## src/hdl/gtg_pkg.sv

```systemverilog
`timescale 1ns / 1ps
// Shared widths, codes and constant tables for the go-to-goal heading controller.
// No dependencies; imported by the top level.
package gtg_pkg;

    localparam int POS_W      = 24;
    localparam int YAW_W      = 16;
    localparam int RATE_W     = 14;
    localparam int RAD_W      = 16;
    localparam int HEL_W      = 15;
    localparam int SPD_W      = 13;
    localparam int ANG_W      = 15;
    localparam int HC_W       = 16;
    localparam int CFG_IDX_W  = 3;
    localparam int CFG_DATA_W = 16;

    // difference of two positions, and CORDIC x/y with room for the gain
    localparam int DIFF_W = POS_W + 1;
    localparam int CW     = POS_W + 3;
    // Q30 angle accumulator, holds +/- (pi + sum of all table entries)
    localparam int ZW     = 34;

    localparam int TABLE_LEN = 24;
    localparam int ITER_W    = $clog2(TABLE_LEN);
    localparam int MUL_W     = RAD_W;

    localparam int CORDIC_STEPS_DEF    = 16;
    localparam int ANGLE_FRAC_BITS_DEF = 13;

    localparam longint PI_Q30     = 64'sd3373259426;
    localparam longint TWO_PI_Q30 = 64'sd6746518852;

    localparam logic [CFG_IDX_W-1:0] REG_MAX_TURN  = 3'd0;
    localparam logic [CFG_IDX_W-1:0] REG_ARRIVAL   = 3'd1;
    localparam logic [CFG_IDX_W-1:0] REG_ERR_LIMIT = 3'd2;
    localparam logic [CFG_IDX_W-1:0] REG_CRUISE    = 3'd3;
    localparam logic [CFG_IDX_W-1:0] REG_SLOW      = 3'd4;

    typedef enum logic [2:0] {
        ST_IDLE,
        ST_PREP,
        ST_ITER,
        ST_EVAL,
        ST_ERR,
        ST_WRAP,
        ST_CLAMP,
        ST_OUT
    } state_t;

    // atan(2^-i) in Q30
    function automatic logic [29:0] atan_q30(input logic [ITER_W-1:0] idx);
        logic [29:0] v;
        unique case (idx)
            5'd0:    v = 30'h3243F6A8;
            5'd1:    v = 30'h1DAC6705;
            5'd2:    v = 30'h0FADBAFC;
            5'd3:    v = 30'h07F56EA6;
            5'd4:    v = 30'h03FEAB76;
            5'd5:    v = 30'h01FFD55B;
            5'd6:    v = 30'h00FFFAAA;
            5'd7:    v = 30'h007FFF55;
            5'd8:    v = 30'h003FFFEA;
            5'd9:    v = 30'h001FFFFD;
            5'd10:   v = 30'h000FFFFF;
            5'd11:   v = 30'h0007FFFF;
            5'd12:   v = 30'h0003FFFF;
            5'd13:   v = 30'h0001FFFF;
            5'd14:   v = 30'h0000FFFF;
            5'd15:   v = 30'h00007FFF;
            5'd16:   v = 30'h00003FFF;
            5'd17:   v = 30'h00001FFF;
            5'd18:   v = 30'h00000FFF;
            5'd19:   v = 30'h000007FF;
            5'd20:   v = 30'h000003FF;
            5'd21:   v = 30'h000001FF;
            5'd22:   v = 30'h000000FF;
            5'd23:   v = 30'h0000007F;
            default: v = '0;
        endcase
        return v;
    endfunction

    // One step of a shift-add multiplier: the low half holds the remaining
    // multiplier bits, the high half the partial product.
    function automatic logic [2*MUL_W-1:0] mul_step(input logic [2*MUL_W-1:0] acc,
                                                   input logic [MUL_W-1:0]   mcand);
        logic [MUL_W:0] sum;
        sum = {1'b0, acc[2*MUL_W-1:MUL_W]} + (acc[0] ? {1'b0, mcand} : '0);
        return {sum, acc[MUL_W-1:1]};
    endfunction

endpackage

```

## src/hdl/go_to_goal_heading_controller.sv

```systemverilog
`timescale 1ns / 1ps
// A request runs PREP, the ITER steps and EVAL, then, unless arrived, ERR, WRAP and CLAMP,
// with WRAP repeated for each extra 2*pi fold (at most one at the default angle format),
// and ends in OUT. One request at a time, taken the cycle after the result is loaded;
// the result waits in OUT while the output holds a previous one that is not yet taken.
// The shared CORDIC stage and the three bit-serial 16x16 squarers set ITERS.
// Reset: registers at their documented defaults, heading command zero, no result held.
module go_to_goal_heading_controller #(
    parameter int CORDIC_STEPS    = gtg_pkg::CORDIC_STEPS_DEF,
    parameter int ANGLE_FRAC_BITS = gtg_pkg::ANGLE_FRAC_BITS_DEF
) (
    input  logic                                   clk,
    input  logic                                   rst_n,
    input  logic                                   cfg_we,
    input  logic [gtg_pkg::CFG_IDX_W-1:0]          cfg_index,
    input  logic [gtg_pkg::CFG_DATA_W-1:0]         cfg_data,
    input  logic                                   in_valid,
    output logic                                   in_ready,
    input  logic signed [gtg_pkg::POS_W-1:0]       robot_x,
    input  logic signed [gtg_pkg::POS_W-1:0]       robot_y,
    input  logic signed [gtg_pkg::YAW_W-1:0]       robot_yaw,
    input  logic signed [gtg_pkg::POS_W-1:0]       goal_x,
    input  logic signed [gtg_pkg::POS_W-1:0]       goal_y,
    output logic                                   out_valid,
    input  logic                                   out_ready,
    output logic [gtg_pkg::SPD_W-1:0]              linear_speed,
    output logic signed [gtg_pkg::ANG_W-1:0]       angular_rate,
    output logic                                   arrived
);
    import gtg_pkg::*;

    localparam int S     = 30 - ANGLE_FRAC_BITS;
    localparam int BW    = ZW - S;
    localparam int EW    = ((ANGLE_FRAC_BITS + 3 > YAW_W) ? ANGLE_FRAC_BITS + 3 : YAW_W) + 3;
    localparam int ITERS = (CORDIC_STEPS > MUL_W) ? CORDIC_STEPS : MUL_W;

    localparam longint PI_F_L     = (PI_Q30 + (64'sd1 <<< (S - 1))) >>> S;
    localparam longint TWO_PI_F_L = (TWO_PI_Q30 + (64'sd1 <<< (S - 1))) >>> S;

    localparam logic signed [EW-1:0] PI_F     = EW'(PI_F_L);
    localparam logic signed [EW-1:0] TWO_PI_F = EW'(TWO_PI_F_L);
    localparam logic signed [ZW-1:0] PI_Z     = ZW'(PI_Q30);
    localparam logic signed [ZW-1:0] HALF_Z   = ZW'(64'sd1 <<< (S - 1));

    localparam logic [ITER_W-1:0] LAST_STEP  = ITER_W'(ITERS - 1);
    localparam logic [ITER_W-1:0] CORDIC_END = ITER_W'(CORDIC_STEPS);
    localparam logic [ITER_W-1:0] MUL_END    = ITER_W'(MUL_W);

    state_t state_reg, state_next;
    logic [ITER_W-1:0] cnt_reg, cnt_next;

    logic [RATE_W-1:0] max_turn_rate_reg, max_turn_rate_next;
    logic [RAD_W-1:0]  arrival_radius_reg, arrival_radius_next;
    logic [HEL_W-1:0]  heading_error_limit_reg, heading_error_limit_next;
    logic [SPD_W-1:0]  cruise_speed_reg, cruise_speed_next;
    logic [SPD_W-1:0]  slow_speed_reg, slow_speed_next;

    logic signed [HC_W-1:0] hc_reg, hc_next;
    logic out_valid_reg, out_valid_next;

    logic signed [DIFF_W-1:0] dx_reg, dx_next, dy_reg, dy_next;
    logic signed [YAW_W-1:0]  yaw_reg, yaw_next;
    logic signed [CW-1:0]     x_reg, x_next, y_reg, y_next;
    logic signed [ZW-1:0]     z_reg, z_next;
    logic                     zero_reg, zero_next, big_reg, big_next;
    logic [2*MUL_W-1:0]       sqx_reg, sqx_next, sqy_reg, sqy_next, sqr_reg, sqr_next;
    logic [MUL_W-1:0]         mcx_reg, mcx_next, mcy_reg, mcy_next, mcr_reg, mcr_next;
    logic                     arr_reg, arr_next;
    logic signed [EW-1:0]     e_reg, e_next;
    logic [SPD_W-1:0]         speed_reg, speed_next;
    logic signed [ANG_W-1:0]  rate_reg, rate_next;
    logic                     arrived_reg, arrived_next;

    // combinational helpers
    logic [DIFF_W-1:0]        adx, ady;
    logic signed [CW-1:0]     x_ext, y_ext, xs, ys;
    logic signed [ZW-1:0]     at, zr;
    logic signed [BW-1:0]     bear;
    logic [2*MUL_W:0]         d2;
    logic signed [EW-1:0]     g, lim_e;
    logic [EW-1:0]            mag;
    logic                     load_out;

    assign in_ready     = (state_reg == ST_IDLE);
    assign out_valid    = out_valid_reg;
    assign linear_speed = speed_reg;
    assign angular_rate = rate_reg;
    assign arrived      = arrived_reg;

    always_comb
    begin
        state_next               = state_reg;
        cnt_next                 = cnt_reg;
        max_turn_rate_next       = max_turn_rate_reg;
        arrival_radius_next      = arrival_radius_reg;
        heading_error_limit_next = heading_error_limit_reg;
        cruise_speed_next        = cruise_speed_reg;
        slow_speed_next          = slow_speed_reg;
        hc_next                  = hc_reg;
        dx_next                  = dx_reg;
        dy_next                  = dy_reg;
        yaw_next                 = yaw_reg;
        x_next                   = x_reg;
        y_next                   = y_reg;
        z_next                   = z_reg;
        zero_next                = zero_reg;
        big_next                 = big_reg;
        sqx_next                 = sqx_reg;
        sqy_next                 = sqy_reg;
        sqr_next                 = sqr_reg;
        mcx_next                 = mcx_reg;
        mcy_next                 = mcy_reg;
        mcr_next                 = mcr_reg;
        arr_next                 = arr_reg;
        e_next                   = e_reg;
        speed_next               = speed_reg;
        rate_next                = rate_reg;
        arrived_next             = arrived_reg;
        load_out                 = 1'b0;

        adx   = dx_reg[DIFF_W-1] ? DIFF_W'(-dx_reg) : DIFF_W'(dx_reg);
        ady   = dy_reg[DIFF_W-1] ? DIFF_W'(-dy_reg) : DIFF_W'(dy_reg);
        x_ext = CW'(dx_reg);
        y_ext = CW'(dy_reg);
        xs    = x_reg >>> cnt_reg;
        ys    = y_reg >>> cnt_reg;
        at    = signed'(ZW'(atan_q30(cnt_reg)));
        zr    = z_reg + HALF_Z;
        bear  = zr[ZW-1:S];
        d2    = {1'b0, sqx_reg} + {1'b0, sqy_reg};
        lim_e = signed'(EW'(max_turn_rate_reg));
        g     = EW'(hc_reg) + e_reg;
        mag   = e_reg[EW-1] ? EW'(-e_reg) : EW'(e_reg);

        if (cfg_we)
        begin
            unique case (cfg_index)
                REG_MAX_TURN:  max_turn_rate_next       = cfg_data[RATE_W-1:0];
                REG_ARRIVAL:   arrival_radius_next      = cfg_data[RAD_W-1:0];
                REG_ERR_LIMIT: heading_error_limit_next = cfg_data[HEL_W-1:0];
                REG_CRUISE:    cruise_speed_next        = cfg_data[SPD_W-1:0];
                REG_SLOW:      slow_speed_next          = cfg_data[SPD_W-1:0];
                default:       ;
            endcase
        end

        unique case (state_reg)
            ST_IDLE:
            begin
                if (in_valid)
                begin
                    dx_next    = {goal_x[POS_W-1], goal_x} - {robot_x[POS_W-1], robot_x};
                    dy_next    = {goal_y[POS_W-1], goal_y} - {robot_y[POS_W-1], robot_y};
                    yaw_next   = robot_yaw;
                    state_next = ST_PREP;
                end
            end
            ST_PREP:
            begin
                // fold a left-half vector into the right half by a turn of pi
                if (dx_reg[DIFF_W-1])
                begin
                    x_next = -x_ext;
                    y_next = -y_ext;
                    z_next = dy_reg[DIFF_W-1] ? -PI_Z : PI_Z;
                end
                else
                begin
                    x_next = x_ext;
                    y_next = y_ext;
                    z_next = '0;
                end
                zero_next  = (dx_reg == '0) && (dy_reg == '0);
                // beyond 16 bits on either axis the distance exceeds any radius
                big_next   = (|adx[DIFF_W-1:MUL_W]) || (|ady[DIFF_W-1:MUL_W]);
                mcx_next   = adx[MUL_W-1:0];
                mcy_next   = ady[MUL_W-1:0];
                mcr_next   = arrival_radius_reg;
                sqx_next   = {{MUL_W{1'b0}}, adx[MUL_W-1:0]};
                sqy_next   = {{MUL_W{1'b0}}, ady[MUL_W-1:0]};
                sqr_next   = {{MUL_W{1'b0}}, arrival_radius_reg};
                cnt_next   = '0;
                state_next = ST_ITER;
            end
            ST_ITER:
            begin
                if (cnt_reg < CORDIC_END)
                begin
                    if (!y_reg[CW-1])
                    begin
                        x_next = x_reg + ys;
                        y_next = y_reg - xs;
                        z_next = z_reg + at;
                    end
                    else
                    begin
                        x_next = x_reg - ys;
                        y_next = y_reg + xs;
                        z_next = z_reg - at;
                    end
                end
                if (cnt_reg < MUL_END)
                begin
                    sqx_next = mul_step(sqx_reg, mcx_reg);
                    sqy_next = mul_step(sqy_reg, mcy_reg);
                    sqr_next = mul_step(sqr_reg, mcr_reg);
                end
                if (cnt_reg == LAST_STEP)
                begin
                    state_next = ST_EVAL;
                end
                else
                begin
                    cnt_next = cnt_reg + 1'b1;
                end
            end
            ST_EVAL:
            begin
                arr_next   = !big_reg && (d2 < {1'b0, sqr_reg});
                e_next     = zero_reg ? '0 : EW'(bear);
                state_next = (!big_reg && (d2 < {1'b0, sqr_reg})) ? ST_OUT : ST_ERR;
            end
            ST_ERR:
            begin
                e_next     = e_reg - EW'(yaw_reg) - EW'(hc_reg);
                state_next = ST_WRAP;
            end
            ST_WRAP:
            begin
                priority if (e_reg > TWO_PI_F)
                begin
                    e_next = e_reg - TWO_PI_F;
                end
                else if (e_reg < -TWO_PI_F)
                begin
                    e_next = e_reg + TWO_PI_F;
                end
                else
                begin
                    if (e_reg > PI_F)
                    begin
                        e_next = e_reg - TWO_PI_F;
                    end
                    else if (e_reg < -PI_F)
                    begin
                        e_next = e_reg + TWO_PI_F;
                    end
                    state_next = ST_CLAMP;
                end
            end
            ST_CLAMP:
            begin
                priority if (g > lim_e)
                begin
                    hc_next = HC_W'(lim_e);
                end
                else if (g < -lim_e)
                begin
                    hc_next = HC_W'(-lim_e);
                end
                else
                begin
                    hc_next = g[HC_W-1:0];
                end
                state_next = ST_OUT;
            end
            ST_OUT:
            begin
                // hold until the result slot is free
                if (!out_valid_reg || out_ready)
                begin
                    load_out = 1'b1;
                    if (arr_reg)
                    begin
                        speed_next = '0;
                        rate_next  = '0;
                    end
                    else
                    begin
                        speed_next = (mag > EW'(heading_error_limit_reg)) ? slow_speed_reg
                                                                          : cruise_speed_reg;
                        rate_next  = hc_reg[ANG_W-1:0];
                    end
                    arrived_next = arr_reg;
                    state_next   = ST_IDLE;
                end
            end
            default: state_next = ST_IDLE;
        endcase

        if (load_out)
        begin
            out_valid_next = 1'b1;
        end
        else if (out_ready)
        begin
            out_valid_next = 1'b0;
        end
        else
        begin
            out_valid_next = out_valid_reg;
        end
    end

    always_ff @(posedge clk or negedge rst_n)
    begin
        if (!rst_n)
        begin
            state_reg               <= ST_IDLE;
            cnt_reg                 <= '0;
            max_turn_rate_reg       <= RATE_W'(4096);
            arrival_radius_reg      <= RAD_W'(655);
            heading_error_limit_reg <= HEL_W'(1638);
            cruise_speed_reg        <= SPD_W'(1638);
            slow_speed_reg          <= SPD_W'(819);
            hc_reg                  <= '0;
            out_valid_reg           <= 1'b0;
        end
        else
        begin
            state_reg               <= state_next;
            cnt_reg                 <= cnt_next;
            max_turn_rate_reg       <= max_turn_rate_next;
            arrival_radius_reg      <= arrival_radius_next;
            heading_error_limit_reg <= heading_error_limit_next;
            cruise_speed_reg        <= cruise_speed_next;
            slow_speed_reg          <= slow_speed_next;
            hc_reg                  <= hc_next;
            out_valid_reg           <= out_valid_next;
        end
    end

    always_ff @(posedge clk)
    begin
        dx_reg      <= dx_next;
        dy_reg      <= dy_next;
        yaw_reg     <= yaw_next;
        x_reg       <= x_next;
        y_reg       <= y_next;
        z_reg       <= z_next;
        zero_reg    <= zero_next;
        big_reg     <= big_next;
        sqx_reg     <= sqx_next;
        sqy_reg     <= sqy_next;
        sqr_reg     <= sqr_next;
        mcx_reg     <= mcx_next;
        mcy_reg     <= mcy_next;
        mcr_reg     <= mcr_next;
        arr_reg     <= arr_next;
        e_reg       <= e_next;
        speed_reg   <= speed_next;
        rate_reg    <= rate_next;
        arrived_reg <= arrived_next;
    end

    a_wrapped: assert property (@(posedge clk) disable iff (!rst_n)
        (state_reg == ST_CLAMP) |-> (e_reg <= PI_F && e_reg >= -PI_F))
        else $error("heading error not folded into [-pi, pi]");

    a_clamped: assert property (@(posedge clk) disable iff (!rst_n)
        (state_reg == ST_CLAMP) |=>
            (EW'(hc_reg) <= lim_e && EW'(hc_reg) >= -lim_e))
        else $error("turn command outside the rate clamp");

    a_arrive_hold: assert property (@(posedge clk) disable iff (!rst_n)
        (state_reg == ST_OUT && arr_reg) |-> $stable(hc_reg))
        else $error("turn command changed on an arrived request");

    a_arrive_zero: assert property (@(posedge clk) disable iff (!rst_n)
        (out_valid && arrived) |-> (linear_speed == '0 && angular_rate == '0))
        else $error("arrived result carries non-zero speeds");

    a_one_at_a_time: assert property (@(posedge clk) disable iff (!rst_n)
        (in_valid && in_ready) |=> (state_reg == ST_PREP && !in_ready))
        else $error("request taken while another is in flight");

endmodule
```

## config.mk

```make
export PLATFORM = sky130hd
export DESIGN_NAME = go_to_goal_heading_controller
export DESIGN_NICKNAME = d
export VERILOG_FILES = /design/src/hdl/gtg_pkg.sv /design/src/hdl/go_to_goal_heading_controller.sv
export SDC_FILE = /design/constraint.sdc
export NUM_CORES = 2
export LEC_CHECK = 0
export BUFFER_PORTS_ARGS = -buffer_cell sky130_fd_sc_hd__buf_2
export CORE_ASPECT_RATIO = 1.2
export CORE_MARGIN = 1
export CORE_UTILIZATION = 40
export DETAILED_ROUTE_END_ITERATION = 8
export PLACE_DENSITY = 0.6
export SLEW_MARGIN = 30
export SYNTH_ARGS = -nofsm -noshare
export SYNTH_HDL_FRONTEND = slang
export SYNTH_SLANG_ARGS = --single-unit
```

## constraint.sdc

```tcl
create_clock -name clk -period 18.6 [get_ports clk]
set_clock_uncertainty 0.2 [all_clocks]
set_input_delay 3.72 -clock clk [delete_from_list [all_inputs] [get_ports clk]]
set_output_delay 3.72 -clock clk [all_outputs]
set_load 0.03 [all_outputs]
```

# Word level (Yosys, flattened, before mapping)
# Memories as Yosys holds them, arrays and structs flattened.
# Index checks and enable logic that the tools add are counted.
[totals] regBits=445 out_inout_bits=31 word_cells=158 in_bits=136 mem_bits_ro=960 memories=1
[classes] shifts=2 addsub=25 eq_ne=20 reduce_logical=26 mux=47 order_cmp=9
[mem_list] memory="(no name shown)" depth=32 width=30 rd=1 rd_ports_with_merged_regs=0 wr=0 line_no="gtg_pkg.sv:53" source="unique case (idx)"
[op_table] op="case mux 32 bit (2 select lines)" n=3
[op_table] op="2-to-1 mux 27 bit" n=6
[op_table] op="2-to-1 mux 34 bit" n=4
[op_table] op="2-to-1 mux 19 bit" n=6
[op_table] op="case mux 27 bit (2 select lines)" n=2
[op_table] op="2-to-1 mux 32 bit" n=3
[op_table] op="2-to-1 mux 16 bit" n=5
[op_table] op="case mux 34 bit (2 select lines)" n=1
[op_table] op="case mux 19 bit (3 select lines)" n=1
[op_table] op="adder 27 bit" n=2
[op_table] op="negator 25 -> 27 bit" n=2
[op_table] op=">>> shifter 27 x 5 -> 27 bit" n=2
[op_table] op="subtractor 27 bit" n=2
[op_table] op="adder 16 x 16 -> 17 bit" n=3
[op_table] op="zero test 25 bit" n=2
[op_table] op="2-to-1 mux 25 bit" n=2
[op_table] op="negator 25 bit" n=2
[op_table] op="subtractor 24 x 24 -> 25 bit" n=2
[op_table] op="greater-than comparator 19 x 15 -> 1 bit" n=2
[op_table] op="subtractor 19 x 16 -> 19 bit" n=2
[op_table] op="adder 34 x 18 -> 34 bit (second input constant)" n=1
[op_table] op="adder 34 x 31 -> 34 bit" n=1
[op_table] op="subtractor 34 x 31 -> 34 bit" n=1
[op_table] op="adder 32 x 32 -> 33 bit" n=1
[op_table] op="35 further kinds" n=71

# Logic depth before layout (Yosys ltp)
[logic_depth] word_depth=6 depth_mapped=26 mapped_depth_nobuf=24

# Worst setup path after synthesis
# No wires, ideal clock.
[synth_path] path_kind="register to register" start="register state_reg[0]" end="register sqr_reg[0], enable pin" t_required_ns=17.417 setup_slack_ns=2.978 t_arrival_ns=14.440 path_stages_with_launch=7 cell_sequence="dfrtp_1 -> or3b_2 -> clkbuf_1 -> clkbuf_1 -> clkbuf_1 -> clkbuf_1 -> o21ai_0"
[synth_via] elab_chain_cells=3 elab_cells_between_ends=5 classes_between="3 x eq/ne; 2 x reduce/logical"
[synth_rtl] item="from (decl)" line_no="go_to_goal_heading_controller.sv:49" source="state_t state_reg, state_next;"
[synth_rtl] item="from (signal assigned)" line_no="go_to_goal_heading_controller.sv:321" source="state_reg <= state_next;"
[synth_rtl] item="== test 3 x 2 -> 1 bit / == test 3 x 1 -> 1 bit (equally long branches)" line_no="go_to_goal_heading_controller.sv:147" source="unique case (state_reg)"
[synth_rtl] item="inequality test 2 bit (no line) / nonzero test 2 bit (equally long branches)"
[synth_rtl] item="AND reduction 2 bit (no line) (*)"
[synth_rtl] item="to (signal assigned)" line_no="go_to_goal_heading_controller.sv:345" source="sqr_reg <= sqr_next;"
[synth_rtl] item="to (decl)" line_no="go_to_goal_heading_controller.sv:66" source="logic [2*MUL_W-1:0] sqx_reg, sqx_next, sqy_reg, sqy_next, sqr_reg, sqr_next;"
# Mark *: on every way between the ends. The rest lies on a longest branch, timed or not.
# A chain may end at the register's enable or synchronous reset.

# Final worst setup path
[layout_path] start="register cnt_reg[1]" end="register z_reg[32], data pin"
[layout_via] elab_chain_cells=5 elab_cells_between_ends=6 classes_between="2 x add/sub; 3 x mux; 1 x memory"
[layout_rtl] item="from (decl)" line_no="go_to_goal_heading_controller.sv:50" source="logic [ITER_W-1:0] cnt_reg, cnt_next;"
[layout_rtl] item="from (signal assigned)" line_no="go_to_goal_heading_controller.sv:322" source="cnt_reg <= cnt_next;"
[layout_rtl] item="memory read (32 x 30 bit) (*)"
[layout_rtl] item="adder 34 x 31 -> 34 bit / subtractor 34 x 31 -> 34 bit (equally long branches)" line_no="go_to_goal_heading_controller.sv:193, go_to_goal_heading_controller.sv:199"
[layout_rtl] item="2-to-1 mux 34 bit (*)" line_no="go_to_goal_heading_controller.sv:189" source="if (!y_reg[CW-1])"
[layout_rtl] item="2-to-1 mux 34 bit (*)" line_no="go_to_goal_heading_controller.sv:187" source="if (cnt_reg < CORDIC_END)"
[layout_rtl] item="case mux 34 bit (2 select lines) (*)" line_no="go_to_goal_heading_controller.sv:147"
[layout_rtl] item="net z_next[32]" line_no="go_to_goal_heading_controller.sv:64" source="logic signed [ZW-1:0] z_reg, z_next;"
[layout_rtl] item="to (signal assigned)" line_no="go_to_goal_heading_controller.sv:340" source="z_reg <= z_next;"
[layout_rtl] item="to (decl)" line_no="go_to_goal_heading_controller.sv:64"
# The timed path passes the listed nets; every way through them passes the cells marked *. The select of a mux whose other input is x is not followed.

==> results.json <==
{
  "critical_path.slowest_cell": "dfrtp_4",
  "cts_tree": "done",
  "chipWidth_um": 287,
  "crit_path_end_kind": "flop",
  "critPathTopFamily": "compound AO/OA/AOI/OAI gates",
  "yosys_warnings": 0,
  "grt_pass1_vias": 31300,
  "final_antenna_net_count": 0,
  "rsz0062_at_grt": "no",
  "synth_most_common_cell": "nor2_1",
  "worst_hold_path_type": "flop to flop",
  "yosysTopAreaCell": "edfxtp_1",
  "crit_cells": 20,
  "grt_pass1_wl_mm": 170,
  "synth_async_sr_flop_share": 0.216,
  "gp_congestion": 0.936,
  "fin_cells": 5642,
  "rows": 125,
  "netlist.area_leader.share": 0.269,
  "gr-usage-all-layers": 0.216,
  "tns_ns": 0,
  "slew_headroom": 0.355,
  "layout_worst_path_cycle_share": 0.387,
  "multi_input_area_mm2": 0.0244,
  "fill_cells": 9469,
  "drive_gt1_frac": 0.116,
  "status": "finished, final reports clean",
  "antenna_found_initial": 0,
  "synthCells": 4227,
  "register_area_mm2": 0.0129,
  "synth_xor_area_frac": 0.0850,
  "ys_types": 107,
  "cp_data_required_time_ns": 18.86,
  "slew_violations": 0,
  "synth_seq_cells": 445,
  "synth_area_mm2": 0.0390,
  "avgViaCountPerCell": 5.66,
  "setup_viol_count_final": 0,
  "hold_buffers": 0,
  "drt-total-wl_mm": 107,
  "ys_top_cells_by_count": "nor2_1, ha_1, edfxtp_1",
  "cts_setup_buffers": 0,
  "synthAdderAreaFrac": 0.128,
  "drt_iter0_markers": 2190,
  "synth_flop_cell": "edfxtp_1",
  "fin_crit_ns": 7.20,
  "firstDrtPassIters": 6,
  "numClockSinks": 445,
  "cts_inserted_buffers": 54,
  "die-height_um": 344,
  "max_cap_viol_count": 0,
  "path_class": "flop to flop",
  "cts_root_buffer": "clkbuf_16",
  "die_area_mm2": 0.0987,
  "rrSetupSlack_ns": 11.40,
  "tightest_slew_ns": 0.968,
  "drc": 0,
  "yosys.area_share.simple": 0.159,
  "cts_max_level": 2,
  "cp_slowest_stage_delay_ns": 0.81,
  "cp_common_cell": "o21ai_0",
  "hold_viol": 0,
  "initial_utilization": 0.403,
  "ys_seq_area_frac": 0.331,
  "netlist_top_cells_area": "edfxtp_1, ha_1, xnor2_1, dfrtp_1, nor2_1",
  "synth_compound_area_frac": 0.177,
  "clk_latency_ns": 0.66,
  "portBuffers": 166,
  "reg2reg_depth": 20,
  "syn2layout_area_growth_pct": 10.2,
  "path_buf_inv": 3,
  "fmax_mhz": 139,
  "grt_overflow": 0,
  "synth_top_family_by_area": "compound AO/OA/AOI/OAI gates",
  "io_pins": 167,
  "crit_chain": "buf_4 -> inv_1 -> ha_1 -> nor2b_1 -> o21ai_0 -> o21ai_0 -> ha_1 -> inv_1 -> mux2_2 -> fa_1 -> a211oi_1 -> o21bai_1 -> o41a_1 -> a221oi_1 -> o311a_1 -> a21o_1 -> o21ai_0 -> a311oi_1 -> mux2i_1 -> nor4_1",
  "cts_resized": 0,
  "largest_reg_flops": 34,
  "post_drt_wl_per_cell_um": 19.0,
  "nets": 4843,
  "cts.clk_slew.worst_paths_ns": 0.06,
  "synth_edf_count": 349,
  "syn_nets": 4744,
  "cp_max_fo": 43,
  "synth.avg_cell_area_um2": 9.22,
  "dpl.cell_count": 5539,
  "min_path_cells": 0,
  "muxShareOfSynthArea": 0.0757,
  "cp_data_arrival_time_ns": 7.46,
  "dp_hpwl_mm": 81.4,
  "ctsLongestPathBuffers": 3,
  "grt_max_degree": 140,
  "start_kind": "flop",
  "coreArea_mm2": 0.0967,
  "vias": 31900
}
==> cells by family after synthesis <==
group / after synthesis
compound gates: 1081
xor+xnor: 375
fa+ha+maj: 381
buf+inv: 437
flops: 445
mux: 219
simple gates: 1289
==> final cells by class <==
type	count	share of cell area
Clock inverter	39	0.0106
Clock buffer	62	0.0326
Antenna cell	1	0.0000583
Tap cell	1270	0.0370
Multi-Input combinational cell	3345	0.568
Inverter	274	0.0240
Timing Repair Buffer	206	0.0272
Sequential cell	445	0.301
==> through the flow <==
step | utilization | area (µm²) | worst slack (ns) | hold WS, ns
3_3_place_gp | 0.425 | 41000 | 11.44 | 0.266
4_1_cts | 0.444 | 42900 | 11.41 | 0.299
2_1_floorplan | - | 39000 | 2.98 | 0.224
6_report | 0.444 | 42900 | 11.40 | 0.297
3_5_place_dp | 0.425 | 41000 | 11.45 | 0.264
5_1_grt | 0.444 | 42900 | 10.85 | 0.308
==> worst reg2reg max path, cell delays in order (launching register included) <==
cell      delay [ns]
dfrtp_4         0.81
buf_4           0.61
inv_1           0.29
ha_1            0.37
nor2b_1         0.24
o21ai_0         0.27
o21ai_0         0.20
ha_1            0.32
inv_1           0.03
mux2_2          0.28
fa_1            0.46
a211oi_1        0.24
o21bai_1        0.14
o41a_1          0.48
a221oi_1        0.64
o311a_1         0.29
a21o_1          0.18
o21ai_0         0.21
a311oi_1        0.37
mux2i_1         0.12
nor4_1          0.27
==> worst paths after layout <==
path	start	to
max	cnt_reg[1]	z_reg[32]
min	arrival_radius_reg[6]	mcr_reg[6]
max reg2reg	cnt_reg[1]	z_reg[32]
min reg2reg	arrival_radius_reg[6]	mcr_reg[6]
max in group asynchronous	rst_n	cnt_reg[1]
min in group asynchronous	rst_n	hc_reg[11]
==> cell usage in the layout (no fill, tap or decap), drive strengths merged, types with 24 or more instances in the layout <==
cell	netlist	final
a21oi	297	297
ha	353	353
o22ai	30	30
buf	50	206
and2	75	75
nand2b	56	56
a211oi	26	26
a31oi	34	34
edfxtp	349	349
a21o	91	91
o21ai	286	286
nor2b	58	58
o21a	42	42
o31ai	36	36
mux4	51	51
o211ai	24	24
xnor2	253	253
and3	43	43
mux2	76	76
clkinv	2	25
clkbuf	113	62
mux2i	92	92
nor3	90	90
xor2	120	120
inv	272	278
dfstp	25	25
or3	32	32
dfrtp	71	71
nand2	323	323
o21bai	34	34
nand3	77	77
nand4	36	36
fa	28	28
nor2	402	402
==> per-layer routing <==
metal / track usage / routed length, µm
met1: 0.272 / 45800
met2: 0.374 / 51800
met3: 0.0229 / 5130
met4: 0.0902 / 4600
met5: 0 / 0
Power is left out: the tool's default activity adds up to more than one toggle a clock period on the data nets, which glitch-free logic cannot reach.
